===== config.mk =====
export PLATFORM = sky130hd
export DESIGN_NAME = typed_token_validator_unit
export DESIGN_NICKNAME = d
export VERILOG_FILES = /design/src/design/ttv_pkg.sv /design/src/design/ttv_check.sv /design/src/design/typed_token_validator_unit.sv
export SDC_FILE = /design/constraint.sdc
export NUM_CORES = 1
export LEC_CHECK = 0
export BUFFER_PORTS_ARGS = -buffer_cell sky130_fd_sc_hd__buf_2
export CAP_MARGIN = 30
export CORE_MARGIN = 5
export CORE_UTILIZATION = 62
export CTS_BUF_LIST = sky130_fd_sc_hd__clkbuf_8
export CTS_CLUSTER_SIZE = 28
export DETAILED_ROUTE_END_ITERATION = 8
export PLACE_DENSITY = 0.81
export SLEW_MARGIN = 15
export SYNTH_ARGS = -nofsm -noshare
export SYNTH_HDL_FRONTEND = slang
export SYNTH_SLANG_ARGS = --single-unit
export TNS_END_PERCENT = 5

===== constraint.sdc =====
create_clock -name clk -period 7.3 [get_ports clk]
set_input_delay 1.46 -clock clk [delete_from_list [all_inputs] [get_ports clk]]
set_output_delay 1.46 -clock clk [all_outputs]
set_load 0.005 [all_outputs]

===== src/design/ttv_pkg.sv =====
`timescale 1ns / 1ps
`default_nettype none
// ----------------------------------------------------------------------------
// Typed token validator package
// Type codes, running-state record and keyword tables shared by the checker
// and the top level.
// ----------------------------------------------------------------------------
package ttv_pkg;

    localparam int FUNC_W  = 4;
    localparam int CHAR_W  = 8;
    localparam int COUNT_W = 4;
    localparam int ACC_W   = 17;
    localparam int KW_N    = 4;

    localparam logic [FUNC_W-1:0] FUNC_BYTE   = 4'd0;
    localparam logic [FUNC_W-1:0] FUNC_WORD   = 4'd1;
    localparam logic [FUNC_W-1:0] FUNC_DWORD  = 4'd2;
    localparam logic [FUNC_W-1:0] FUNC_STRING = 4'd3;
    localparam logic [FUNC_W-1:0] FUNC_INT    = 4'd4;
    localparam logic [FUNC_W-1:0] FUNC_BOOL   = 4'd5;
    localparam logic [FUNC_W-1:0] FUNC_DIGIT  = 4'd6;
    localparam logic [FUNC_W-1:0] FUNC_LETTER = 4'd7;
    localparam logic [FUNC_W-1:0] FUNC_FLAG   = 4'd8;

    localparam logic [COUNT_W-1:0] COUNT_SAT = 4'd11;
    localparam logic [ACC_W-1:0]   ACC_SAT   = 17'd65536;
    localparam logic [ACC_W-1:0]   BYTE_MAX  = 17'd255;

    localparam logic [COUNT_W-1:0] BYTE_MAX_LEN  = 4'd3;
    localparam logic [COUNT_W-1:0] WORD_MAX_LEN  = 4'd5;
    localparam logic [COUNT_W-1:0] DWORD_MAX_LEN = 4'd10;

    // Keyword slots: TRUE, FALSE, ON, OFF.
    localparam logic [1:0] KW_TRUE  = 2'd0;
    localparam logic [1:0] KW_FALSE = 2'd1;
    localparam logic [1:0] KW_ON    = 2'd2;
    localparam logic [1:0] KW_OFF   = 2'd3;

    localparam logic [KW_N-1:0] KW_BOOL_MASK = 4'b0011;
    localparam logic [KW_N-1:0] KW_FLAG_MASK = 4'b1100;

    typedef struct packed {
        logic [COUNT_W-1:0] char_count;
        logic [ACC_W-1:0]   value_acc;
        logic               still_ok;
        logic [KW_N-1:0]    word_match;
    } ttv_state_t;

    localparam ttv_state_t STATE_RESET = '{
        char_count: '0,
        value_acc:  '0,
        still_ok:   1'b1,
        word_match: '1
    };

    function automatic logic [COUNT_W-1:0] kw_len(input logic [1:0] k);
        logic [COUNT_W-1:0] len;
        unique case (k)
            KW_TRUE:  len = 4'd4;
            KW_FALSE: len = 4'd5;
            KW_ON:    len = 4'd2;
            KW_OFF:   len = 4'd3;
            default:  len = 4'd0;
        endcase
        return len;
    endfunction

    // Character of a keyword at a position; zero past the end of the word.
    function automatic logic [CHAR_W-1:0] kw_char(input logic [1:0] k,
                                                  input logic [COUNT_W-1:0] pos);
        logic [CHAR_W-1:0] ch;
        ch = 8'h00;
        unique case (k)
            KW_TRUE:
            begin
                unique case (pos)
                    4'd0: ch = "T";
                    4'd1: ch = "R";
                    4'd2: ch = "U";
                    4'd3: ch = "E";
                    default: ch = 8'h00;
                endcase
            end
            KW_FALSE:
            begin
                unique case (pos)
                    4'd0: ch = "F";
                    4'd1: ch = "A";
                    4'd2: ch = "L";
                    4'd3: ch = "S";
                    4'd4: ch = "E";
                    default: ch = 8'h00;
                endcase
            end
            KW_ON:
            begin
                unique case (pos)
                    4'd0: ch = "O";
                    4'd1: ch = "N";
                    default: ch = 8'h00;
                endcase
            end
            KW_OFF:
            begin
                unique case (pos)
                    4'd0: ch = "O";
                    4'd1: ch = "F";
                    4'd2: ch = "F";
                    default: ch = 8'h00;
                endcase
            end
            default: ch = 8'h00;
        endcase
        return ch;
    endfunction

endpackage
`default_nettype wire


===== src/design/ttv_check.sv =====
`timescale 1ns / 1ps
`default_nettype none
// ----------------------------------------------------------------------------
// Typed token validator character checker
// Combinational update of the running token state for one beat and the
// verdict for a beat that ends the token.
// ----------------------------------------------------------------------------
module ttv_check
(
    input  wire ttv_pkg::ttv_state_t          state,
    input  wire logic [ttv_pkg::FUNC_W-1:0]   func,
    input  wire logic [ttv_pkg::CHAR_W-1:0]   char_code,
    input  wire logic                         empty_token,
    input  wire logic                         last,
    output ttv_pkg::ttv_state_t               state_next,
    output logic                              token_end,
    output logic                              verdict
);

    logic                          is_digit;
    logic                          is_letter;
    logic [ttv_pkg::CHAR_W-1:0]    upper_char;
    logic                          char_ok;
    logic [20:0]                   acc_mul;
    logic [ttv_pkg::KW_N-1:0]      kw_hit;
    ttv_pkg::ttv_state_t           upd;

    assign is_digit  = (char_code >= "0") && (char_code <= "9");
    assign is_letter = ((char_code >= "a") && (char_code <= "z")) ||
                       ((char_code >= "A") && (char_code <= "Z"));
    assign upper_char = ((char_code >= "a") && (char_code <= "z")) ?
                        char_code - 8'd32 : char_code;

    always_comb
    begin
        unique case (func)
            ttv_pkg::FUNC_BYTE, ttv_pkg::FUNC_WORD,
            ttv_pkg::FUNC_DWORD, ttv_pkg::FUNC_DIGIT:
                char_ok = is_digit;
            ttv_pkg::FUNC_INT:
                char_ok = is_digit || ((state.char_count == '0) &&
                          ((char_code == "+") || (char_code == "-")));
            ttv_pkg::FUNC_LETTER:
                char_ok = is_letter;
            ttv_pkg::FUNC_STRING, ttv_pkg::FUNC_BOOL, ttv_pkg::FUNC_FLAG:
                char_ok = 1'b1;
            default:
                char_ok = 1'b0;
        endcase
    end

    // acc * 10 + digit as two shifts and two adds.
    assign acc_mul = {1'b0, state.value_acc, 3'b000} + {3'b000, state.value_acc, 1'b0}
                   + {17'd0, char_code[3:0]};

    always_comb
    begin
        for (int k = 0; k < ttv_pkg::KW_N; k++)
        begin
            kw_hit[k] = (state.char_count < ttv_pkg::kw_len(2'(k))) &&
                        (upper_char == ttv_pkg::kw_char(2'(k), state.char_count));
        end
    end

    always_comb
    begin
        upd = state;
        if (!empty_token)
        begin
            upd.still_ok = state.still_ok && char_ok;
            if (is_digit)
            begin
                upd.value_acc = (acc_mul > 21'(ttv_pkg::ACC_SAT)) ?
                                ttv_pkg::ACC_SAT : acc_mul[ttv_pkg::ACC_W-1:0];
            end
            upd.word_match = state.word_match & kw_hit;
            if (state.char_count < ttv_pkg::COUNT_SAT)
            begin
                upd.char_count = state.char_count + 4'd1;
            end
        end
    end

    assign token_end  = empty_token || last;
    assign state_next = token_end ? ttv_pkg::STATE_RESET : upd;

    always_comb
    begin
        unique case (func)
            ttv_pkg::FUNC_BYTE:
                verdict = upd.still_ok && (upd.char_count <= ttv_pkg::BYTE_MAX_LEN) &&
                          (upd.value_acc <= ttv_pkg::BYTE_MAX);
            ttv_pkg::FUNC_WORD:
                verdict = upd.still_ok && (upd.char_count <= ttv_pkg::WORD_MAX_LEN) &&
                          !upd.value_acc[ttv_pkg::ACC_W-1];
            ttv_pkg::FUNC_DWORD:
                verdict = upd.still_ok && (upd.char_count <= ttv_pkg::DWORD_MAX_LEN);
            ttv_pkg::FUNC_STRING:
                verdict = 1'b1;
            ttv_pkg::FUNC_INT:
                verdict = upd.still_ok && (upd.char_count != '0);
            ttv_pkg::FUNC_BOOL:
                verdict = |(upd.word_match & ttv_pkg::KW_BOOL_MASK);
            ttv_pkg::FUNC_DIGIT, ttv_pkg::FUNC_LETTER:
                verdict = upd.still_ok;
            ttv_pkg::FUNC_FLAG:
                verdict = |(upd.word_match & ttv_pkg::KW_FLAG_MASK);
            default:
                verdict = 1'b0;
        endcase
    end

endmodule
`default_nettype wire


===== src/design/typed_token_validator_unit.sv =====
`timescale 1ns / 1ps
`default_nettype none
// ----------------------------------------------------------------------------
// Typed token validator unit
// Checks a command-line parameter, one character per beat, against its type.
// ----------------------------------------------------------------------------
// A token-ending beat's verdict passes from the input register to the result register.
// Throughput: one beat per cycle, set by the single input register feeding
// the checker; the input side stalls only when a token-ending beat waits for
// a result register that is still full and stalled.
// Reset: asynchronous, active low; clears both registers' valid flags and
// returns the running token state to its start values.
// ----------------------------------------------------------------------------
module typed_token_validator_unit
(
    input  wire logic                       clk,
    input  wire logic                       rst_n,
    // Token character channel.
    input  wire logic                       tok_valid,
    output logic                            tok_stall,
    input  wire logic [ttv_pkg::FUNC_W-1:0] func,
    input  wire logic [ttv_pkg::CHAR_W-1:0] char_code,
    input  wire logic                       empty_token,
    input  wire logic                       last,
    // Verdict channel.
    output logic                            res_valid,
    input  wire logic                       res_stall,
    output logic                            valid_res
);

    // Input register. It holds one beat while the checker works on it.
    logic                       in_valid_reg;
    logic [ttv_pkg::FUNC_W-1:0] in_func_reg;
    logic [ttv_pkg::CHAR_W-1:0] in_char_reg;
    logic                       in_empty_reg;
    logic                       in_last_reg;

    // Running token state, updated as each beat leaves the input register.
    ttv_pkg::ttv_state_t        state_reg;
    ttv_pkg::ttv_state_t        state_next;

    // Result register.
    logic                       out_valid_reg;
    logic                       out_verdict_reg;

    logic                       token_end;
    logic                       verdict;
    logic                       out_free;
    logic                       in_advance;
    logic                       tok_fire;

    ttv_check u_check
    (
        .state       (state_reg),
        .func        (in_func_reg),
        .char_code   (in_char_reg),
        .empty_token (in_empty_reg),
        .last        (in_last_reg),
        .state_next  (state_next),
        .token_end   (token_end),
        .verdict     (verdict)
    );

    // The result register can take a verdict when it is empty or its beat
    // leaves this cycle. A beat that does not end the token needs no room
    // there, so it always moves on.
    assign out_free   = !out_valid_reg || !res_stall;
    assign in_advance = in_valid_reg && (!token_end || out_free);
    assign tok_stall  = in_valid_reg && !in_advance;
    assign tok_fire   = tok_valid && !tok_stall;

    always_ff @(posedge clk or negedge rst_n)
    begin
        if (!rst_n)
        begin
            in_valid_reg <= 1'b0;
        end
        else if (tok_fire)
        begin
            in_valid_reg <= 1'b1;
        end
        else if (in_advance)
        begin
            in_valid_reg <= 1'b0;
        end
    end

    always_ff @(posedge clk)
    begin
        if (tok_fire)
        begin
            in_func_reg  <= func;
            in_char_reg  <= char_code;
            in_empty_reg <= empty_token;
            in_last_reg  <= last;
        end
    end

    always_ff @(posedge clk or negedge rst_n)
    begin
        if (!rst_n)
        begin
            state_reg <= ttv_pkg::STATE_RESET;
        end
        else if (in_advance)
        begin
            state_reg <= state_next;
        end
    end

    always_ff @(posedge clk or negedge rst_n)
    begin
        if (!rst_n)
        begin
            out_valid_reg <= 1'b0;
        end
        else if (in_advance && token_end)
        begin
            out_valid_reg <= 1'b1;
        end
        else if (!res_stall)
        begin
            out_valid_reg <= 1'b0;
        end
    end

    always_ff @(posedge clk)
    begin
        if (in_advance && token_end)
        begin
            out_verdict_reg <= verdict;
        end
    end

    assign res_valid = out_valid_reg;
    assign valid_res = out_verdict_reg;

    // A token-ending beat leaves the running state at its start values.
    a_state_cleared: assert property (@(posedge clk) disable iff (!rst_n)
        (in_advance && token_end) |=> (state_reg == ttv_pkg::STATE_RESET))
        else $error("token state not cleared after token end");

    // The input register holds a beat only while a verdict waits downstream.
    a_hold_reason: assert property (@(posedge clk) disable iff (!rst_n)
        (in_valid_reg && !in_advance) |-> (out_valid_reg && res_stall && token_end))
        else $error("input register held without a stalled result");

    // A stalled verdict is never overwritten by a new one.
    a_no_overwrite: assert property (@(posedge clk) disable iff (!rst_n)
        (out_valid_reg && res_stall) |-> !(in_advance && token_end))
        else $error("pending verdict overwritten");

    // A stall toward the token side always has a beat in the input register.
    a_stall_source: assert property (@(posedge clk) disable iff (!rst_n)
        tok_stall |-> in_valid_reg)
        else $error("token channel stalled with an empty input register");

endmodule
`default_nettype wire

==> summary.md <==
| Metric | Value |
|---|---|
| Outcome | `finished clean` |
| Die span in x | `between 80 and 90 µm` |
| IO Port Bufs | `20` |
| Post-DP HPWL | `7133 µm` |
| Endpoints failing setup | `0` |
| Rel. slew slack | `0.4758` |
| Max Fanout on Critical Path | `14` |
| Max reg flops | `26` |
| Top_reg_cell synth | `dfrtp_1` |
| Worst-margin pin slew | `between 0.7 and 0.8 ns` |
| Final Hold Viols | `0` |
| IO Count | `21` |
| Crit share post-route | `0.5327` |
| WS Path Type | `reg -> reg` |
| Lkg Pwr | `1.776 nW` |
| FMAX | `257.1 MHz` |
| Nets@finish | `509` |
| First-pass GRT wire length | `15,750 µm` |
| N_diodes | `0` |
| Critical path required time | `7.55 ns` |
| Row cnt | `29` |
| Max incr delay on CP | `0.63 ns` |
| Max-slew violation count | `0` |
| Layout cell share with drive strength beyond 1 | `0.1133` |
| CP most frequent cell | `fa_1` |
| Cell breakdown of the critical path | `fa_1 -> inv_1 -> fa_1 -> nor2b_1 -> o2111ai_1 -> nand4b_1 -> a21oi_1 -> o31a_1 -> o31ai_1 -> o21ba_4 -> and2_1 -> a22o_1` |
| PwrDens | `131.6 mW/mm²` |
| Pin count of the biggest net entering global routing | `29` |
| RD Place Congestion | `0.9534` |
| Clock Latency Late Sink | `0.31 ns` |
| Synthesized area | `0.003968 mm²` |
| Synth cell count leaders | `44 x nand2_1, 40 x ha_1, 25 x a21oi_1, 25 x nor2_1, 23 x dfrtp_1` |
| Starting DRT DRC Count | `382` |
| Area growth, synth to finish | `3.658%` |
| EDFF count, synth | `15` |
| Synth Register Bits | `between 40 and 50` |
| Initial core utilization | `0.6321` |
| Count leader, synth | `nand2_1` |
| Final WL | `9313 µm` |
| Root buf cell | `clkbuf_8` |
| Vias in the first global route | `3,254` |
| Worst hold path type | `reg -> reg` |
| Post-Syn Nets | `500` |
| Max H-tree Level | `2` |
| Fin crit period | `between 3 and 4 ns` |
| Die area | `0.008099 mm²` |
| Core Region | `around 0.0063 mm²` |
| Worst-path clk slew | `about 0.090 ns` |
| Setup_tns | `0 ns` |
| ANT nets after route | `0` |
| CTS tree | `yes` |
| Hold buffers post-CTS | `0` |
| Critical path's top delay family | `compound AO/OA/AOI/OAI gates` |
| Yosys warning total | `0` |
| Startpoint types | `flop` |
| Leading area contributor after synthesis | `dfrtp_1` |
| Max clock buf depth | `2` |
| Wirelength per Cell | `17.67 µm` |
| Post-Syn Instances | `440` |
| Arr. time, crit path | `~4.1 ns` |
| Total of max-cap violations | `0` |
| Placed Cells | `519` |
| Post-Syn Area per Cell | `9.017 µm²` |
| Overall routing resource usage | `0.2300` |
| Footprint of the multi-input gates | `0.002591 mm²` |
| Fin Clk Skew | `0.008032 ns` |
| Via count | `3,544` |
| Synth top area cells | `dfrtp_1 15%, ha_1 13%, edfxtp_1 11%` |
| Initial antenna violation count | `0` |
| CP Buf/Inv Count | `1` |
| Chip Height | `90.00 µm` |
| FF+latch area | `0.001157 mm²` |
| 1st-pass router iterations | `5` |
| RSZ-0062 raised after global routing | `false` |
| Fillers | `541` |
| Clock Sinks | `43` |
| Cts repair resizes | `0` |
| Num CTS Buffers | `5` |
| Synth unique cells | `79` |
| Post-synthesis sequential area ratio | `0.2917` |
| Gr ovfl total | `0` |
| Post-Layout Cell Count | `527` |
| Worst vdd ir | `0.1409 mV` |
| # Post-CTS Setup Buffers | `0` |
| Avg Vias per Cell | `6.725` |
| CP endpoint kind | `flop` |
| DRC viols | `0` |
| Share of flip-flops with an asynchronous set or reset | `0.6512` |
| Share of the synthesized area in the top cell type | `0.1451` |
| Slowest stage cell on the critical path | `fa_1` |
[power by group]
group | switching, mW | total [mW] | internal (mW)
registers | 0.0226 | 0.291 | 0.269
clock network | 0.0879 | 0.156 | 0.0684
logic | 0.0540 | 0.0937 | 0.0397
total | 0.164 | 0.541 | 0.377
[path summary, 6_finish.rpt]
kind | startpoint | to | slack (ns) | depth (start not counted)
min in group asynchronous | rst_n | state_reg[18]$_DFFE_PN0P_ | 1.16 | 1
hold reg to reg | state_reg[3]$_DFFE_PN1P_ | state_reg[3]$_DFFE_PN1P_ | 0.49 | 2
setup reg to reg | in_char_reg[3]$_DFFE_PP_ | state_reg[9]$_DFFE_PN0P_ | 3.41 | 12
hold / removal | state_reg[3]$_DFFE_PN1P_ | state_reg[3]$_DFFE_PN1P_ | 0.49 | 2
setup / recovery | in_char_reg[3]$_DFFE_PP_ | state_reg[9]$_DFFE_PN0P_ | 3.41 | 12
max in group asynchronous | rst_n | in_valid_reg$_DFFE_PN0P_ | 5.73 | 1
[worst min-delay path: cells and delay by family, from the launching register on]
family	cells	cell delay [ns]
simple gates	1	0.05
compound gates	1	0.06
flops	1	0.38
[layout make-up]
cell class              instances  area share
well taps                      77     0.02343
repair buffers                 21     0.02616
multi-input cells             360      0.6301
inverters                      18     0.01643
clock buffers                   5     0.01673
flip-flops and latches         43      0.2814
clock inverters                 3    0.005780
[cells in the final DEF, fill, tap and decap left out, types with 9 or more instances in the layout]
| cell type | instances |
|---|---|
| a22o_1 | 9 |
| o21ai_0 | 19 |
| and2_1 | 9 |
| inv_1 | 17 |
| edfxtp_1 | 15 |
| nor2_1 | 25 |
| nor2b_1 | 12 |
| nand3_1 | 17 |
| xnor2_1 | 11 |
| nor3_1 | 9 |
| nand2_1 | 44 |
| o21a_1 | 10 |
| dfrtp_1 | 23 |
| ha_1 | 40 |
| buf_2 | 20 |
| a21oi_1 | 25 |
[cell families after synthesis]
group / Yosys count / synth area share
XOR/XNOR: 17 / 0.03753
multiplexers: 3 / 0.007884
adder cells (fa/ha/maj): 42 / 0.1362
flip-flops: 43 / 0.2917
buffers and inverters: 37 / 0.05519
AND/OR/NAND/NOR: 159 / 0.2103
AO/OA/AOI/OAI: 139 / 0.2611
[layer usage]
layer  global-route usage  wire length, µm  part of all wire  up-vias
met5                    0                0                 0        -
met4              0.04467              122             0.013        0
met3              0.04841              614             0.066       20
met2               0.3506             4213              0.45      141
met1               0.3390             4362              0.47     1688
li1                     -                -                 -     1695
[metrics by stage]
stage	total power, mW	util	setup WS, ns	cell area (µm²)	hold WS, ns
floorplan	0.3627	-	4.059	3968	0.4565
detailed placement	0.3877	0.6404	3.473	4020	0.4753
finish	0.5414	0.6552	3.411	4113	0.4879
global route	0.5688	0.6552	3.171	4113	0.5005
CTS	0.5438	0.6552	3.426	4113	0.4867
global placement	0.3842	0.6392	3.580	4013	0.4710
No activity file was read; power rests on OpenSTA's default activity.
